==> src/rtl/kml_pkg.sv <==
// Shared types and constants for the k-means clustering block.
// Holds payload structs, operation and register codes, controller states and command structs.
// No dependencies.
package kml_pkg;

  localparam logic [1:0] OP_LOAD_POINT = 2'd0;
  localparam logic [1:0] OP_LOAD_MEAN  = 2'd1;
  localparam logic [1:0] OP_RUN        = 2'd2;

  localparam logic [1:0] REG_NUM_CLUSTERS = 2'd0;
  localparam logic [1:0] REG_NUM_POINTS   = 2'd1;
  localparam logic [1:0] REG_NUM_DIMS     = 2'd2;
  localparam logic [1:0] REG_ITERATIONS   = 2'd3;

  localparam int CFG_DW = 8;
  localparam int CFG_AW = 2;

  typedef struct packed {
    logic [1:0]         operation;
    logic [5:0]         entry_index;
    logic [3:0]         coord_index;
    logic signed [15:0] coord_value;
  } req_t;

  typedef struct packed {
    logic [5:0] point_number;
    logic [2:0] cluster_number;
    logic       last;
  } res_t;

  typedef enum logic [3:0] {
    ST_IDLE,
    ST_AS_RUN,
    ST_AS_DRAIN,
    ST_CL_RUN,
    ST_UP_ASG,
    ST_UP_CAP,
    ST_UP_ACC,
    ST_UP_TAIL,
    ST_DV_CHK,
    ST_DV_RD,
    ST_DV_LD,
    ST_DV_RUN,
    ST_IT_END,
    ST_OUT_RUN,
    ST_OUT_DRAIN
  } state_e;

  typedef struct packed {
    logic ld_pt;
    logic ld_mean;
    logic dist_en;
    logic first_d;
    logic last_d;
    logic first_c;
    logic last_c;
    logic clr;
    logic cnt_clr;
    logic cap;
    logic acc;
    logic dv_start;
    logic mean_wr;
    logic out;
    logic out_last;
  } cmd_t;

  typedef struct packed {
    logic pipe_busy;
    logic cnt_zero;
    logic div_done;
  } sts_t;

endpackage

==> src/rtl/kml_ctrl.sv <==
// Controller: configuration registers and the sequencer for load, assign, update and report.
// Depends on kml_pkg; issues commands to kml_dpath.
module kml_ctrl #(
  parameter int MAX_POINTS   = 64,
  parameter int MAX_DIMS     = 16,
  parameter int MAX_CLUSTERS = 8,
  localparam int PW   = $clog2(MAX_POINTS),
  localparam int CW   = (MAX_CLUSTERS > 1) ? $clog2(MAX_CLUSTERS) : 1,
  localparam int DIMW = (MAX_DIMS > 1) ? $clog2(MAX_DIMS) : 1
) (
  input  logic                        clk_i,
  input  logic                        rst_ni,
  input  logic                        start,
  output logic                        busy,
  input  kml_pkg::req_t               req_i,
  input  logic                        cfg_we_i,
  input  logic [kml_pkg::CFG_AW-1:0]  cfg_idx_i,
  input  logic [kml_pkg::CFG_DW-1:0]  cfg_data_i,
  input  kml_pkg::sts_t               sts_i,
  output kml_pkg::cmd_t               cmd_o,
  output logic [PW-1:0]               p_o,
  output logic [CW-1:0]               c_o,
  output logic [DIMW-1:0]             d_o
);
  import kml_pkg::*;

  state_e state_q, state_d;

  logic [3:0] nk_q;
  logic [6:0] np_q;
  logic [4:0] nd_q;
  logic [7:0] itcfg_q, itc_q;
  logic [PW-1:0] p_q, lp_q, lp_d;
  logic [CW-1:0] c_q, lc_q, lc_d;
  logic [DIMW-1:0] d_q, ld_q, ld_d;
  logic run_go, accept;
  logic is_ld, is_lc, is_lp;

  assign accept = start && !busy;
  assign run_go = accept && (req_i.operation == OP_RUN);
  assign is_ld  = (d_q == ld_q);
  assign is_lc  = (c_q == lc_q);
  assign is_lp  = (p_q == lp_q);

  always_comb begin
    if (np_q == '0) begin
      lp_d = '0;
    end else if (int'(np_q) > MAX_POINTS) begin
      lp_d = PW'(MAX_POINTS - 1);
    end else begin
      lp_d = PW'(np_q - 7'd1);
    end
    if (nk_q == '0) begin
      lc_d = '0;
    end else if (int'(nk_q) > MAX_CLUSTERS) begin
      lc_d = CW'(MAX_CLUSTERS - 1);
    end else begin
      lc_d = CW'(nk_q - 4'd1);
    end
    if (nd_q == '0) begin
      ld_d = '0;
    end else if (int'(nd_q) > MAX_DIMS) begin
      ld_d = DIMW'(MAX_DIMS - 1);
    end else begin
      ld_d = DIMW'(nd_q - 5'd1);
    end
  end

  always_ff @(posedge clk_i or negedge rst_ni) begin
    if (!rst_ni) begin
      nk_q    <= 4'd2;
      np_q    <= 7'd64;
      nd_q    <= 5'd16;
      itcfg_q <= 8'd10;
    end else if (cfg_we_i) begin
      unique case (cfg_idx_i)
        REG_NUM_CLUSTERS: nk_q    <= cfg_data_i[3:0];
        REG_NUM_POINTS:   np_q    <= cfg_data_i[6:0];
        REG_NUM_DIMS:     nd_q    <= cfg_data_i[4:0];
        REG_ITERATIONS:   itcfg_q <= cfg_data_i;
        default: ;
      endcase
    end
  end

  always_comb begin
    state_d = state_q;
    unique case (state_q)
      ST_IDLE:      if (run_go) state_d = ST_AS_RUN;
      ST_AS_RUN:    if (is_ld && is_lc && is_lp) state_d = ST_AS_DRAIN;
      ST_AS_DRAIN: begin
        if (!sts_i.pipe_busy) begin
          state_d = (itc_q != '0) ? ST_CL_RUN : ST_OUT_RUN;
        end
      end
      ST_CL_RUN:    if (is_ld && is_lc) state_d = ST_UP_ASG;
      ST_UP_ASG:    state_d = ST_UP_CAP;
      ST_UP_CAP:    state_d = ST_UP_ACC;
      ST_UP_ACC:    if (is_ld) state_d = is_lp ? ST_UP_TAIL : ST_UP_ASG;
      ST_UP_TAIL:   state_d = ST_DV_CHK;
      ST_DV_CHK: begin
        if (sts_i.cnt_zero) begin
          if (is_lc) state_d = ST_IT_END;
        end else begin
          state_d = ST_DV_RD;
        end
      end
      ST_DV_RD:     state_d = ST_DV_LD;
      ST_DV_LD:     state_d = ST_DV_RUN;
      ST_DV_RUN: begin
        if (sts_i.div_done) begin
          if (!is_ld) state_d = ST_DV_RD;
          else state_d = is_lc ? ST_IT_END : ST_DV_CHK;
        end
      end
      ST_IT_END:    state_d = ST_AS_RUN;
      ST_OUT_RUN:   if (is_lp) state_d = ST_OUT_DRAIN;
      ST_OUT_DRAIN: state_d = ST_IDLE;
      default:      state_d = ST_IDLE;
    endcase
  end

  always_comb begin
    cmd_o = '0;
    cmd_o.first_d = (d_q == '0);
    cmd_o.last_d  = is_ld;
    cmd_o.first_c = (c_q == '0);
    cmd_o.last_c  = is_lc;
    unique case (state_q)
      ST_IDLE: begin
        cmd_o.ld_pt = accept && (req_i.operation == OP_LOAD_POINT)
                      && (int'(req_i.entry_index) < MAX_POINTS)
                      && (int'(req_i.coord_index) < MAX_DIMS);
        cmd_o.ld_mean = accept && (req_i.operation == OP_LOAD_MEAN)
                        && (int'(req_i.entry_index) < MAX_CLUSTERS)
                        && (int'(req_i.coord_index) < MAX_DIMS);
      end
      ST_AS_RUN:  cmd_o.dist_en = 1'b1;
      ST_CL_RUN: begin
        cmd_o.clr     = 1'b1;
        cmd_o.cnt_clr = 1'b1;
      end
      ST_UP_CAP:  cmd_o.cap = 1'b1;
      ST_UP_ACC:  cmd_o.acc = 1'b1;
      ST_DV_LD:   cmd_o.dv_start = 1'b1;
      ST_DV_RUN:  cmd_o.mean_wr = sts_i.div_done;
      ST_OUT_RUN: begin
        cmd_o.out      = 1'b1;
        cmd_o.out_last = is_lp;
      end
      default: ;
    endcase
  end

  always_ff @(posedge clk_i or negedge rst_ni) begin
    if (!rst_ni) begin
      state_q <= ST_IDLE;
      p_q     <= '0;
      c_q     <= '0;
      d_q     <= '0;
      lp_q    <= '0;
      lc_q    <= '0;
      ld_q    <= '0;
      itc_q   <= '0;
    end else begin
      state_q <= state_d;
      unique case (state_q)
        ST_IDLE: begin
          if (run_go) begin
            p_q   <= '0;
            c_q   <= '0;
            d_q   <= '0;
            lp_q  <= lp_d;
            lc_q  <= lc_d;
            ld_q  <= ld_d;
            itc_q <= itcfg_q;
          end
        end
        ST_AS_RUN, ST_CL_RUN: begin
          if (is_ld) begin
            d_q <= '0;
            if (is_lc) begin
              c_q <= '0;
              p_q <= (state_q == ST_CL_RUN || is_lp) ? '0 : p_q + PW'(1);
            end else begin
              c_q <= c_q + CW'(1);
            end
          end else begin
            d_q <= d_q + DIMW'(1);
          end
        end
        ST_AS_DRAIN: begin
          p_q <= '0;
          c_q <= '0;
          d_q <= '0;
        end
        ST_UP_CAP: d_q <= '0;
        ST_UP_ACC: begin
          if (is_ld) begin
            d_q <= '0;
            if (is_lp) begin
              p_q <= '0;
              c_q <= '0;
            end else begin
              p_q <= p_q + PW'(1);
            end
          end else begin
            d_q <= d_q + DIMW'(1);
          end
        end
        ST_DV_CHK: begin
          d_q <= '0;
          if (sts_i.cnt_zero && !is_lc) c_q <= c_q + CW'(1);
        end
        ST_DV_RUN: begin
          if (sts_i.div_done) begin
            if (is_ld) begin
              d_q <= '0;
              if (!is_lc) c_q <= c_q + CW'(1);
            end else begin
              d_q <= d_q + DIMW'(1);
            end
          end
        end
        ST_IT_END: begin
          itc_q <= itc_q - 8'd1;
          p_q   <= '0;
          c_q   <= '0;
          d_q   <= '0;
        end
        ST_OUT_RUN: if (!is_lp) p_q <= p_q + PW'(1);
        default: ;
      endcase
    end
  end

  assign busy = (state_q != ST_IDLE);
  assign p_o  = p_q;
  assign c_o  = c_q;
  assign d_o  = d_q;

  a_idle_drained: assert property (@(posedge clk_i) disable iff (!rst_ni)
    state_q == ST_IDLE |-> !sts_i.pipe_busy)
    else $error("distance pipeline busy while idle");

  a_port_users: assert property (@(posedge clk_i) disable iff (!rst_ni)
    $onehot0({cmd_o.dist_en, cmd_o.clr, cmd_o.acc, cmd_o.dv_start, cmd_o.out}))
    else $error("memory port users overlap");

  a_mean_on_done: assert property (@(posedge clk_i) disable iff (!rst_ni)
    cmd_o.mean_wr |-> sts_i.div_done && $past(state_q) == ST_DV_RUN
      || cmd_o.mean_wr && $past(state_q) == ST_DV_LD)
    else $error("mean written without a finished division");

endmodule

==> config.mk <==
export PLATFORM = sky130hd
export DESIGN_NAME = kml_ctrl
export DESIGN_NICKNAME = d
export VERILOG_FILES = /design/src/rtl/kml_pkg.sv /design/src/rtl/kml_ctrl.sv
export SDC_FILE = /design/constraint.sdc
export NUM_CORES = 1
export LEC_CHECK = 0
export BUFFER_PORTS_ARGS = -buffer_cell sky130_fd_sc_hd__buf_2
export CAP_MARGIN = 20
export CORE_MARGIN = 1.5
export CORE_UTILIZATION = 45
export DETAILED_ROUTE_END_ITERATION = 8
export PLACE_DENSITY = 0.67
export SYNTH_ARGS = -nofsm -noshare
export SYNTH_HDL_FRONTEND = slang
export SYNTH_SLANG_ARGS = --single-unit
==> constraint.sdc <==
create_clock -name clk_i -period 2.74 [get_ports clk_i]
set_input_delay 0.548 -clock clk_i [delete_from_list [all_inputs] [get_ports clk_i]]
set_output_delay 0.548 -clock clk_i [all_outputs]
set_load 0.01 [all_outputs]
## Word level (Yosys, flattened, before mapping)

Cells that the tools add are included.

| word-level totals | value |
|---|---|
| output and inout bits | 29 |
| word-level logic and storage cells | 150 |
| register bits | 62 |
| input port bits | 45 |

| cells by class | value |
|---|---|
| equal/unequal tests | 36 |
| order comparisons | 4 |
| reductions and logical operators | 39 |
| add/sub/neg operators | 7 |
| multiplexer cells | 52 |

Operator list:

| cell | number |
|---|---|
| 2-to-1 mux 4 bit | 15 |
| one-hot mux 4 bit (14 select lines) | 1 |
| 2-to-1 mux 6 bit | 9 |
| 2-to-1 mux 3 bit | 13 |
| one-hot mux 6 bit (5 select lines) | 1 |
| != test 2 bit, second input constant | 14 |
| == test 4 bit, second input constant | 6 |
| one-hot mux 3 bit (6 select lines) | 1 |
| == test 4 x 3 -> 1 bit, second input constant | 4 |
| one-hot mux 4 bit (4 select lines) | 1 |
| one-hot mux 8 bit (2 select lines) | 1 |
| zero test 4 bit | 3 |
| AND reduction 2 bit | 6 |
| AND reduction 9 bit | 1 |
| == test 4 x 2 -> 1 bit, second input constant | 2 |
| logical AND 1 bit | 8 |
| 2-to-1 mux 2 bit | 4 |
| 2-to-1 mux 8 bit | 1 |
| AND reduction 8 bit | 1 |
| nonzero test 4 bit | 2 |
| nonzero test 8 bit | 1 |
| subtractor 8 x 1 -> 8 bit, second input constant | 1 |
| greater-than comparator 7 bit, second input constant | 1 |
| zero test 7 bit | 1 |
| 30 further kinds | 40 |

## Depth between registers and ports, before layout

Gate-level depths: netlist (run 1).

| depth | value |
|---|---|
| depth after elaboration | 6 |
| gate-level depth with buffers | 9 |
| mapped depth without buffers | 8 |

## Worst setup path before layout (run 1)

OpenSTA, ideal clock, no wires.

| timing | value |
|---|---|
| path kind | register to register |
| start | reg d_q[3], in the netlist d_o[3] |
| end | reg c_q[2], in the netlist c_o[2] |
| setup slack | 638 ps |
| arrival time | 1,981 ps |
| period minus slack after synthesis | 2,102 ps |
| path buffers | 0 |
| library setup time | 120 ps |
| required time | 2,620 ps |
| cell stages (with the launch flop) | 8 |
| cells stage by stage | dfrtp_1 > xor2_1 > or4_4 > clkinv_4 > a31oi_4 > nor4_4 > a21oi_1 > a41o_1 |

| on the way | value |
|---|---|
| word-level cells in the longest chain between the ends | 3 |
| elaborated cells on any way between the ends | 5 |
| classes of those cells | eq/ne: 4; reduce/logical: 1 |

RTL lines:

| what | line | source |
|---|---|---|
| from (decl) | kml_ctrl.sv:35 | `logic [DIMW-1:0] d_q, ld_q, ld_d;` |
| from (signal assigned) | kml_ctrl.sv:189 | `d_q <= d_q + DIMW'(1);` |
| from (signal assigned) | kml_ctrl.sv:208 | `d_q <= d_q + DIMW'(1);` |
| from (signal assigned) | kml_ctrl.sv:221 | `d_q <= d_q + DIMW'(1);` |
| == test 4 bit * | kml_ctrl.sv:41 | `assign is_ld = (d_q == ld_q);` |
| net is_ld | kml_ctrl.sv:37 | `logic is_ld, is_lc, is_lp;` |
| != test 2 bit (no source line) | -- |  |
| AND reduction 9 bit (no source line) * | -- |  |
| to (signal assigned) | kml_ctrl.sv:186 | `c_q <= c_q + CW'(1);` |
| to (signal assigned) | kml_ctrl.sv:213 | `if (sts_i.cnt_zero && !is_lc) c_q <= c_q + CW'(1);` |
| to (signal assigned) | kml_ctrl.sv:219 | `if (!is_lc) c_q <= c_q + CW'(1);` |
| to (decl) | kml_ctrl.sv:34 | `logic [CW-1:0] c_q, lc_q, lc_d;` |

The timed path passes the listed nets; every way through them passes the cells marked *.
A chain may end at the register's enable or synchronous reset.

==> qor.csv, run 1 <==
metric,value,unit
cts_buffers,9,
die_w,94.77,um
cts_sinks,62,
r2r-end,state_q[1],
gp_congestion,0.8515,
drv_slew,0,
yosys_warnings,0,
num_io_pins,74,
clock.fmax,409.1,MHz
tns,0,ps
antenna_found_initial,0,
grt_pass1_vias,2962,
r2r-start,d_o[1],
drtPass1Iterations,4,
worstHoldPathType,in2async,
wirelength,8215,um
grt_max_degree,63,
post-cts-setup-buffers,0,
ys_ff_latch,62,
tightest_slew,777.3,ps
nNetsFinal,523,
synth_area_per_cell,9.132,sq um
postCtsHoldBufs,0,
cts.repair.resized,0,
fillCellCount,754,
n_antenna_cell,0,
dp_hpwl,6164,um
setup_violations,0,
cts_tree,built,
p_leak,1.992,nW
portBuffers,50,
synthFlopType,dfrtp_1,
core_region_area,0.008175,sq mm
maxCapViolCount,0,
drt_iter0_markers,99,
rows,33,
synth_area,0.003790,sq mm
yosysUniqueCellTypes,62,
drive_gt1_share,24.52,%
cp-end-kind,output pin,
critPathRequiredTime,2190,ps
crit_start,state_q[0],
final_hold_viol_count,0,
grt_pass1_wl,14060,um
setup.worst_path.start_class,register,
cp_max_fo,16,
cts.path.max_buffers,2,
ir_worst_vdd,463.0,uV
r2r_setup_slack,470,ps
drc,0,
syn_nets,470,
fin_ws,295.7,ps
clock_skew,13.63,ps
clock_latency,340,ps
arrival,1900,ps
fin_crit_sh,89.21,%
start_util,46.36,%
antenna_left,0,
synth_enable_flop_cells,0,
dp_slack,490.5,ps
final_util,53.41,%
post_drt_wl_per_cell,14.21,um
syn_to_final_growth,15.22,%
syn_inst,415,
die-area,0.008981,sq mm
path_class,reg2out,
power.density,994.5,mW/mm^2
overflow,0,
ys_async_sr_fraction,100.0,%
status,"complete, no violations",
slew_headroom,48.18,%
rsz0062_at_grt,false,
cts.htree.levels,3,
rr_worst_depth,7,
via_count,3135,
viasPerCell,5.424,
cts_root_buffer,clkbuf_8,
ys_seq_area_share,41.10,%
finalCriticalPeriod,2444,ps
path_clk_slew,60,ps
die_y,94.77,um
grt_util_all_layers,20.17,%
==> synthesized netlist by cell type, drive strengths merged (6+ instances only) <==
cell | number | area share (%)
inv | 29 | 2.9
clkbuf | 7 | 0.69
mux2 | 22 | 6.5
buf | 10 | 1.4
a21oi | 24 | 3.2
nor3 | 10 | 1.5
ha | 10 | 3.3
o21ai | 30 | 4.0
nor2 | 34 | 3.4
o22ai | 8 | 1.3
nand3b | 6 | 1.2
xor2 | 15 | 3.5
nand3 | 14 | 1.8
nand2 | 44 | 4.4
dfrtp | 57 | 38
nand2b | 15 | 2.5
nor2b | 6 | 0.99
or2 | 6 | 0.99
==> sequential cells by signal (all words and copies together) (netlist names) <==
register and count:
itc_q 8, itcfg_q 8, np_q 7, lp_q 6, p_o 6, nd_q 5, d_o 4, ld_q 4
nk_q 4, state_q 4, c_o 3, lc_q 3
==> cell type report <==
type | count | area (sq um) | area share [%]
clock buffer | 11 | 151.4 | 3.467
tap | 105 | 131.4 | 3.009
inverter | 30 | 117.6 | 2.693
clock inverter | 5 | 56.30 | 1.289
timing repair buffer | 59 | 317.8 | 7.278
multi-input combinational | 306 | 2034 | 46.59
sequential | 62 | 1558 | 35.67
==> routing by layer <==
metal	vias to the layer above	GRT usage, %	share of wire, %
met2	64	32.98	48
met1	1486	26.40	46
met5	-	0	0
met3	12	4.911	4.8
li1	1573	-	-
met4	0	5.970	1.2
==> critical path, cell delays in order (launching register included) <==
cell and delay, ps:
dfrtp_1 660, inv_1 270, nor2_1 180, nand3_1 160
inv_1 140, buf_2 140
==> placed cells by master (no fill, tap or decap), types with 4 or more instances in the layout <==
| cell type | instances |
|---|---|
| a21oi_1 | 24 |
| buf_2 | 50 |
| buf_4 | 9 |
| clkbuf_8 | 11 |
| dfrtp_1 | 57 |
| dfstp_2 | 5 |
| ha_1 | 10 |
| inv_1 | 29 |
| mux2_2 | 22 |
| nand2_1 | 44 |
| nand2b_1 | 15 |
| nand3_1 | 14 |
| nand3b_1 | 6 |
| nor2_1 | 34 |
| nor2b_1 | 6 |
| nor3_1 | 9 |
| o21a_1 | 4 |
| o21ai_0 | 29 |
| o22ai_1 | 8 |
| o31ai_1 | 4 |
| or2_2 | 4 |
| xor2_1 | 15 |
==> where the power goes <==
group          internal [mW]  switching (mW)
combinational          0.856            1.16
clock                  0.469           0.353
sequential              1.21           0.294
==> cell families after synthesis <==
| kind of cell | count (synthesis) | share of synthesized area (%) |
|---|---|---|
| adders and majority gates | 12 | 3.830 |
| DFF | 62 | 41.10 |
| and+or+nand+nor | 151 | 20.11 |
| buffers and inverters | 47 | 5.216 |
| muxes | 23 | 6.801 |
| AOI/OAI and AO/OA | 102 | 18.79 |
| xor gates and xnor gates | 18 | 4.160 |
==> stage by stage <==
stage / total power, mW / instances / hold WS [ps] / area, sq um
4_1_cts: 4.370 / 578 / 391.8 / 4367
3_3_place_gp: 3.470 / 562 / 474.9 / 4159
5_1_grt: 4.710 / 578 / 426.7 / 4367
2_1_floorplan: 3.019 / 415 / 252.4 / 3790
3_5_place_dp: 3.530 / 562 / 485.5 / 4159
6_report: 4.343 / 578 / 339.8 / 4367
==> worst max path at each step <==
| stage | end | slack, ps | cells past startpoint |
|---|---|---|---|
| final | cmd_o[1] | 300 | 5 |
| after global routing | cmd_o[1] | 130 | 5 |
| after CTS | cmd_o[0] | 280 | 5 |
| after detailed placement | state_q[1] | 490 | 7 |
| after global placement | state_q[1] | 520 | 7 |
| after floorplan | c_o[2] | 640 | 7 |
Power figures use the tool's default switching activity.
==> run 2, diff against run 1 <==
Settings changed: CTS_BUF_LIST from default to sky130_fd_sc_hd__clkbuf_4, RECOVER_POWER from default to 100.
==> run 2 against run 1 <==
Against the previous run: the flow now finishes with violations (capacitance limit, slew limit); critical path type unchanged; largest power group unchanged; sequential cell count unchanged; wire length increased by 1.7%; combinational power is 3% lower; power down 6.6%; final cell count is the same; utilization fell by 1.8 points; maximum frequency decreased by 4.0%; hold slack better by 28 ps; die area stayed put; highest routed layer unchanged; first-iteration DRC count up 19%.
==> qor.csv, run 2 (same netlist as run 1, synthesis figures left out) <==
metric,value,unit
drtPass1Iterations,4,
p_leak,1.823,nW
antenna_found_initial,0,
post-cts-setup-buffers,0,
mostFrequentLayoutCell,dfrtp_1,
pwr-share-comb,48.1,%
power.density,961.1,mW/mm^2
wirelength,8352,um
dp_hpwl,6164,um
die-area,0.008981,sq mm
viasPerCell,5.498,
fin_cells,578,
n_antenna_cell,0,
post_drt_wl_per_cell,14.45,um
final_hold_viol_count,0,
status,finished with violations,
nNetsFinal,523,
total_power,4.057,mW
via_count,3178,
cts.repair.resized,0,
timing.critical_path.slowest_stage_cell,dfrtp_1,
grt_pass1_wl,14230,um
slew_headroom,-1.079,%
drive_gt1_share,16.70,%
worstHoldPathType,in2reg,
drt_iter0_markers,118,
cts_tree,built,
rsz0062_at_grt,false,
portBuffers,50,
drc,0,
max_stage_delay,680,ps
violations,"capacitance limit, slew limit",
placed_cells,562,
setup_violations,0,
grt_max_degree,63,
p_switching,1.783,mW
core_region_area,0.008175,sq mm
cts_root_buffer,clkbuf_4,
num_io_pins,74,
cts.path.max_buffers,2,
rows,33,
syn_to_final_growth,11.39,%
ir_worst_vdd,433.3,uV
switching_share,43.95,%
cpMostUsedCell,nor2_1,
path_clk_slew,110,ps
overflow,0,
mostFrequentLayoutCells,"dfrtp_1, nand2_1, nor2_1",
crit_chain,inv_1 > nor2_1 > nand3_1 > nor2_1 > clkbuf_1,
drv_slew,63,
reg.largest.list,"itc_q: 8 flops, itcfg_q: 8 flops, np_q: 7 flops",
antenna_left,0,
critPathRequiredTime,2190,ps
maxCapViolCount,1,
start_util,46.36,%
grt_util_all_layers,20.43,%
cts_sinks,62,
fillCellCount,794,
clock_skew,15.45,ps
arrival,2000,ps
cts.htree.levels,3,
setup.worst_path.start_class,register,
clock_latency,400,ps
fin_crit_sh,92.93,%
clock.fmax,392.7,MHz
clockPowerShare,14.8,%
gp_congestion,0.8515,
path_class,reg2out,
tightest_slew,1516,ps
grt_pass1_vias,2978,
tns,0,ps
cp_max_fo,16,
cts_buffers,9,
cp-end-kind,output pin,
die_y,94.77,um
die_w,94.77,um
p_int,2.274,mW
finalCriticalPeriod,2546,ps
pwr-share-seq,37.0,%
postCtsHoldBufs,0,
[run 2: routing by layer]
metal | global-route usage [%] | share of wire, % | vias to the layer above
met4 | 6.219 | 2.1 | 0
met3 | 5.717 | 4.6 | 21
met1 | 26.55 | 47 | 1511
li1 | - | - | 1575
met2 | 32.98 | 47 | 71
met5 | 0 | 0 | -
[run 2: worst max-delay path: cells and delay by family, from the launching register on]
kind	cells	cell delay (ps)
buffers and inverters	2	440
flip-flops	1	680
AND/OR/NAND/NOR	3	460
[run 2: power by group through the flow]
stage / logic (mW) / registers [mW] / clock network [mW]
floorplan: 1.60 / 1.42 / 0
global placement: 1.97 / 1.50 / 0
detailed placement: 2.01 / 1.52 / 0
CTS: 2.02 / 1.50 / 0.624
global route: 2.20 / 1.55 / 0.676
finish: 1.95 / 1.50 / 0.602
[run 2: metrics by stage]
step	utilization (%)	worst slack, ps	hold WS (ps)	instance area (sq um)
6_report	51.64	193.7	367.8	4222
5_1_grt	51.64	17.84	327.5	4222
3_5_place_dp	50.87	490.5	485.5	4159
4_1_cts	52.48	205.5	312.1	4290
2_1_floorplan	-	638.1	252.4	3790
3_3_place_gp	50.87	519.8	474.9	4159
[run 2: final cells by class]
type | instances | area [sq um] | area share (%)
multi-input cells | 306 | 2017 | 47.78
well taps | 105 | 131.4 | 3.112
repair buffers | 59 | 266.5 | 6.313
clock buffers | 9 | 67.56 | 1.600
flip-flops and latches | 62 | 1558 | 36.90
inverters | 30 | 117.6 | 2.786
clock inverters | 7 | 63.81 | 1.512
[run 2: path summary, 6_finish.rpt]
path / slack, ps / from / cells after the start / to
min reg2reg: 500 / lp_q[1] / 2 / lp_q[1]
min in group asynchronous: 570 / rst_ni / 2 / state_q[3]
max: 190 / state_q[0] / 5 / cmd_o[0]
max in group asynchronous: 1240 / rst_ni / 2 / nd_q[2]
max reg2reg: 250 / d_o[1] / 7 / c_o[2]
min: 370 / cfg_data_i[7] / 2 / itcfg_q[7]
==> run 3, diff against run 2 <==
--- a/config.mk
+++ b/config.mk
@@ -7,3 +7,2 @@
 export LEC_CHECK = 0
-export BUFFER_PORTS_ARGS = -buffer_cell sky130_fd_sc_hd__buf_2
 export CAP_MARGIN = 20
@@ -11,5 +10,5 @@
 export CORE_UTILIZATION = 45
-export CTS_BUF_LIST = sky130_fd_sc_hd__clkbuf_4
+export CTS_BUF_LIST = sky130_fd_sc_hd__clkbuf_16
 export DETAILED_ROUTE_END_ITERATION = 8
-export PLACE_DENSITY = 0.67
+export DONT_BUFFER_PORTS = 1
 export RECOVER_POWER = 100
--- a/constraint.sdc
+++ b/constraint.sdc
@@ -3,2 +3,2 @@
 set_output_delay 0.548 -clock clk_i [all_outputs]
-set_load 0.01 [all_outputs]
+set_load 0.02 [all_outputs]
==> run 3 against run 2 <==
Against the previous run: the flow now finishes without violations; final cell count decreased by 7.3%; design area fell by 1.4%; clock power increased by 62%; wire length is 2.0% higher; combinational power hardly changed; sequential power hardly changed; sequential share of layout area increased by 0.52 points; critical path depth fell by 1; largest cell class unchanged.
==> qor.csv, run 3 (same netlist as run 1, synthesis figures left out) <==
metric,value,unit
final_hold_viol_count,0,
die-area,0.008981,sq mm
ir_worst_vdd,461.1,uV
cp_max_fo,8,
rsz0062_at_grt,false,
placed_cells,519,
cts_sinks,62,
setup_violations,0,
status,"complete, no violations",
critPathCapture,cmd_o[0],
final_util,50.92,%
viasPerCell,5.636,
r2r-start,d_o[3],
fillCellCount,802,
drive_gt1_share,13.69,%
whs,67.78,ps
setup.worst_path.start_class,register,
grt_util_all_layers,20.39,%
overflow,0,
nNetsFinal,481,
cts_tree,built,
num_io_pins,74,
p_leak,1.782,nW
grt_pass1_wl,13870,um
die_y,94.77,um
mostFrequentLayoutCell,dfrtp_1,
postCtsHoldBufs,1,
drt_iter0_markers,112,
r2r-end,state_q[2],
cp-end-kind,output pin,
clock_latency,330,ps
post-cts-setup-buffers,0,
cts.path.max_buffers,2,
critPathRequiredTime,2190,ps
drtPass1Iterations,4,
gp_congestion,0.8621,
cts.htree.levels,3,
core_region_area,0.008175,sq mm
finalCriticalPeriod,2639,ps
tns,0,ps
grt_pass1_vias,2790,
crit_start,p_o[1],
rr_worst_depth,6,
arrival,2090,ps
dp_slack,349.2,ps
worstHoldPathType,in2async,
antenna_left,0,
die_w,94.77,um
rows,33,
reg.largest.list,"itc_q: 8 flops, itcfg_q: 8 flops, np_q: 7 flops",
cts_buffers,9,
portBuffers,0,
grt_max_degree,58,
syn_to_final_growth,9.838,%
clock_skew,7.610,ps
cts_root_buffer,clkbuf_16,
fin_ws,101.3,ps
clock.fmax,379.0,MHz
fin_crit_sh,96.30,%
slew_headroom,5.462,%
total_power,4.454,mW
start_util,46.36,%
power.density,1070,mW/mm^2
final_cell_area,0.004163,sq mm
path_clk_slew,50,ps
mostFrequentLayoutCells,"dfrtp_1, nand2_1, nor2_1",
dp_hpwl,6189,um
cts.repair.resized,0,
post_drt_wl_per_cell,15.89,um
place_area,0.003961,sq mm
r2r_setup_slack,150,ps
antenna_found_initial,0,
maxCapViolCount,0,
via_count,3021,
drv_slew,0,
drc,0,
n_antenna_cell,0,
fin_cells,536,
tightest_slew,1418,ps
wirelength,8518,um
path_class,reg2out,
==> run 3: changes by cell type in the layout (fill, tap and decap cells not counted), moves of 2 or more <==
cell / before / now
clkbuf_1: 33 / 10
buf_2: 19 / 0
clkbuf_16: 0 / 9
clkbuf_4: 9 / 0
clkinv_1: 2 / 0
clkinv_2: 2 / 4
inv_1: 29 / 31
==> run 3: layout make-up <==
| type | count | area (sq um) | area share (%) |
|---|---|---|---|
| clock buffer | 9 | 225.2 | 5.410 |
| clock inverter | 7 | 35.03 | 0.8416 |
| inverter | 30 | 117.6 | 2.825 |
| multi-input combinational | 306 | 2011 | 48.30 |
| sequential | 62 | 1558 | 37.42 |
| tap | 105 | 131.4 | 3.156 |
| timing repair buffer | 17 | 85.08 | 2.044 |
==> run 3: where the power goes <==
group / total (mW) / internal, mW / switching (mW) / leakage (nW)
Sequential: 1.52 / 1.21 / 0.307 / 0.757
Combinational: 1.96 / 0.773 / 1.19 / 0.888
Clock: 0.977 / 0.596 / 0.381 / 0.137
Total: 4.45 / 2.58 / 1.88 / 1.78
==> run 3: worst max-delay path: stages (launching register included) <==
cell     delay, ps
dfrtp_1        520
xor2_1         220
nor2_1         220
nand3_1        350
nor2_1         450
==> run 3: how the worst min path moves through the flow <==
stage,endpoint,slack (ps),from
finish,itcfg_q[3],70,rst_ni
CTS,itcfg_q[3],60,rst_ni
floorplan,c_o[0],250,rst_ni
global placement,state_q[3],260,rst_ni
global route,itcfg_q[3],50,rst_ni
detailed placement,c_o[2],250,rst_ni
==> run 3: per-layer routing <==
metal	GRT usage (%)	routed length, um	vias to the layer above
met5	0	0	-
li1	-	-	1500
met1	27.54	4045	1437
met4	6.219	99	0
met3	6.441	504	10
met2	31.13	3869	74
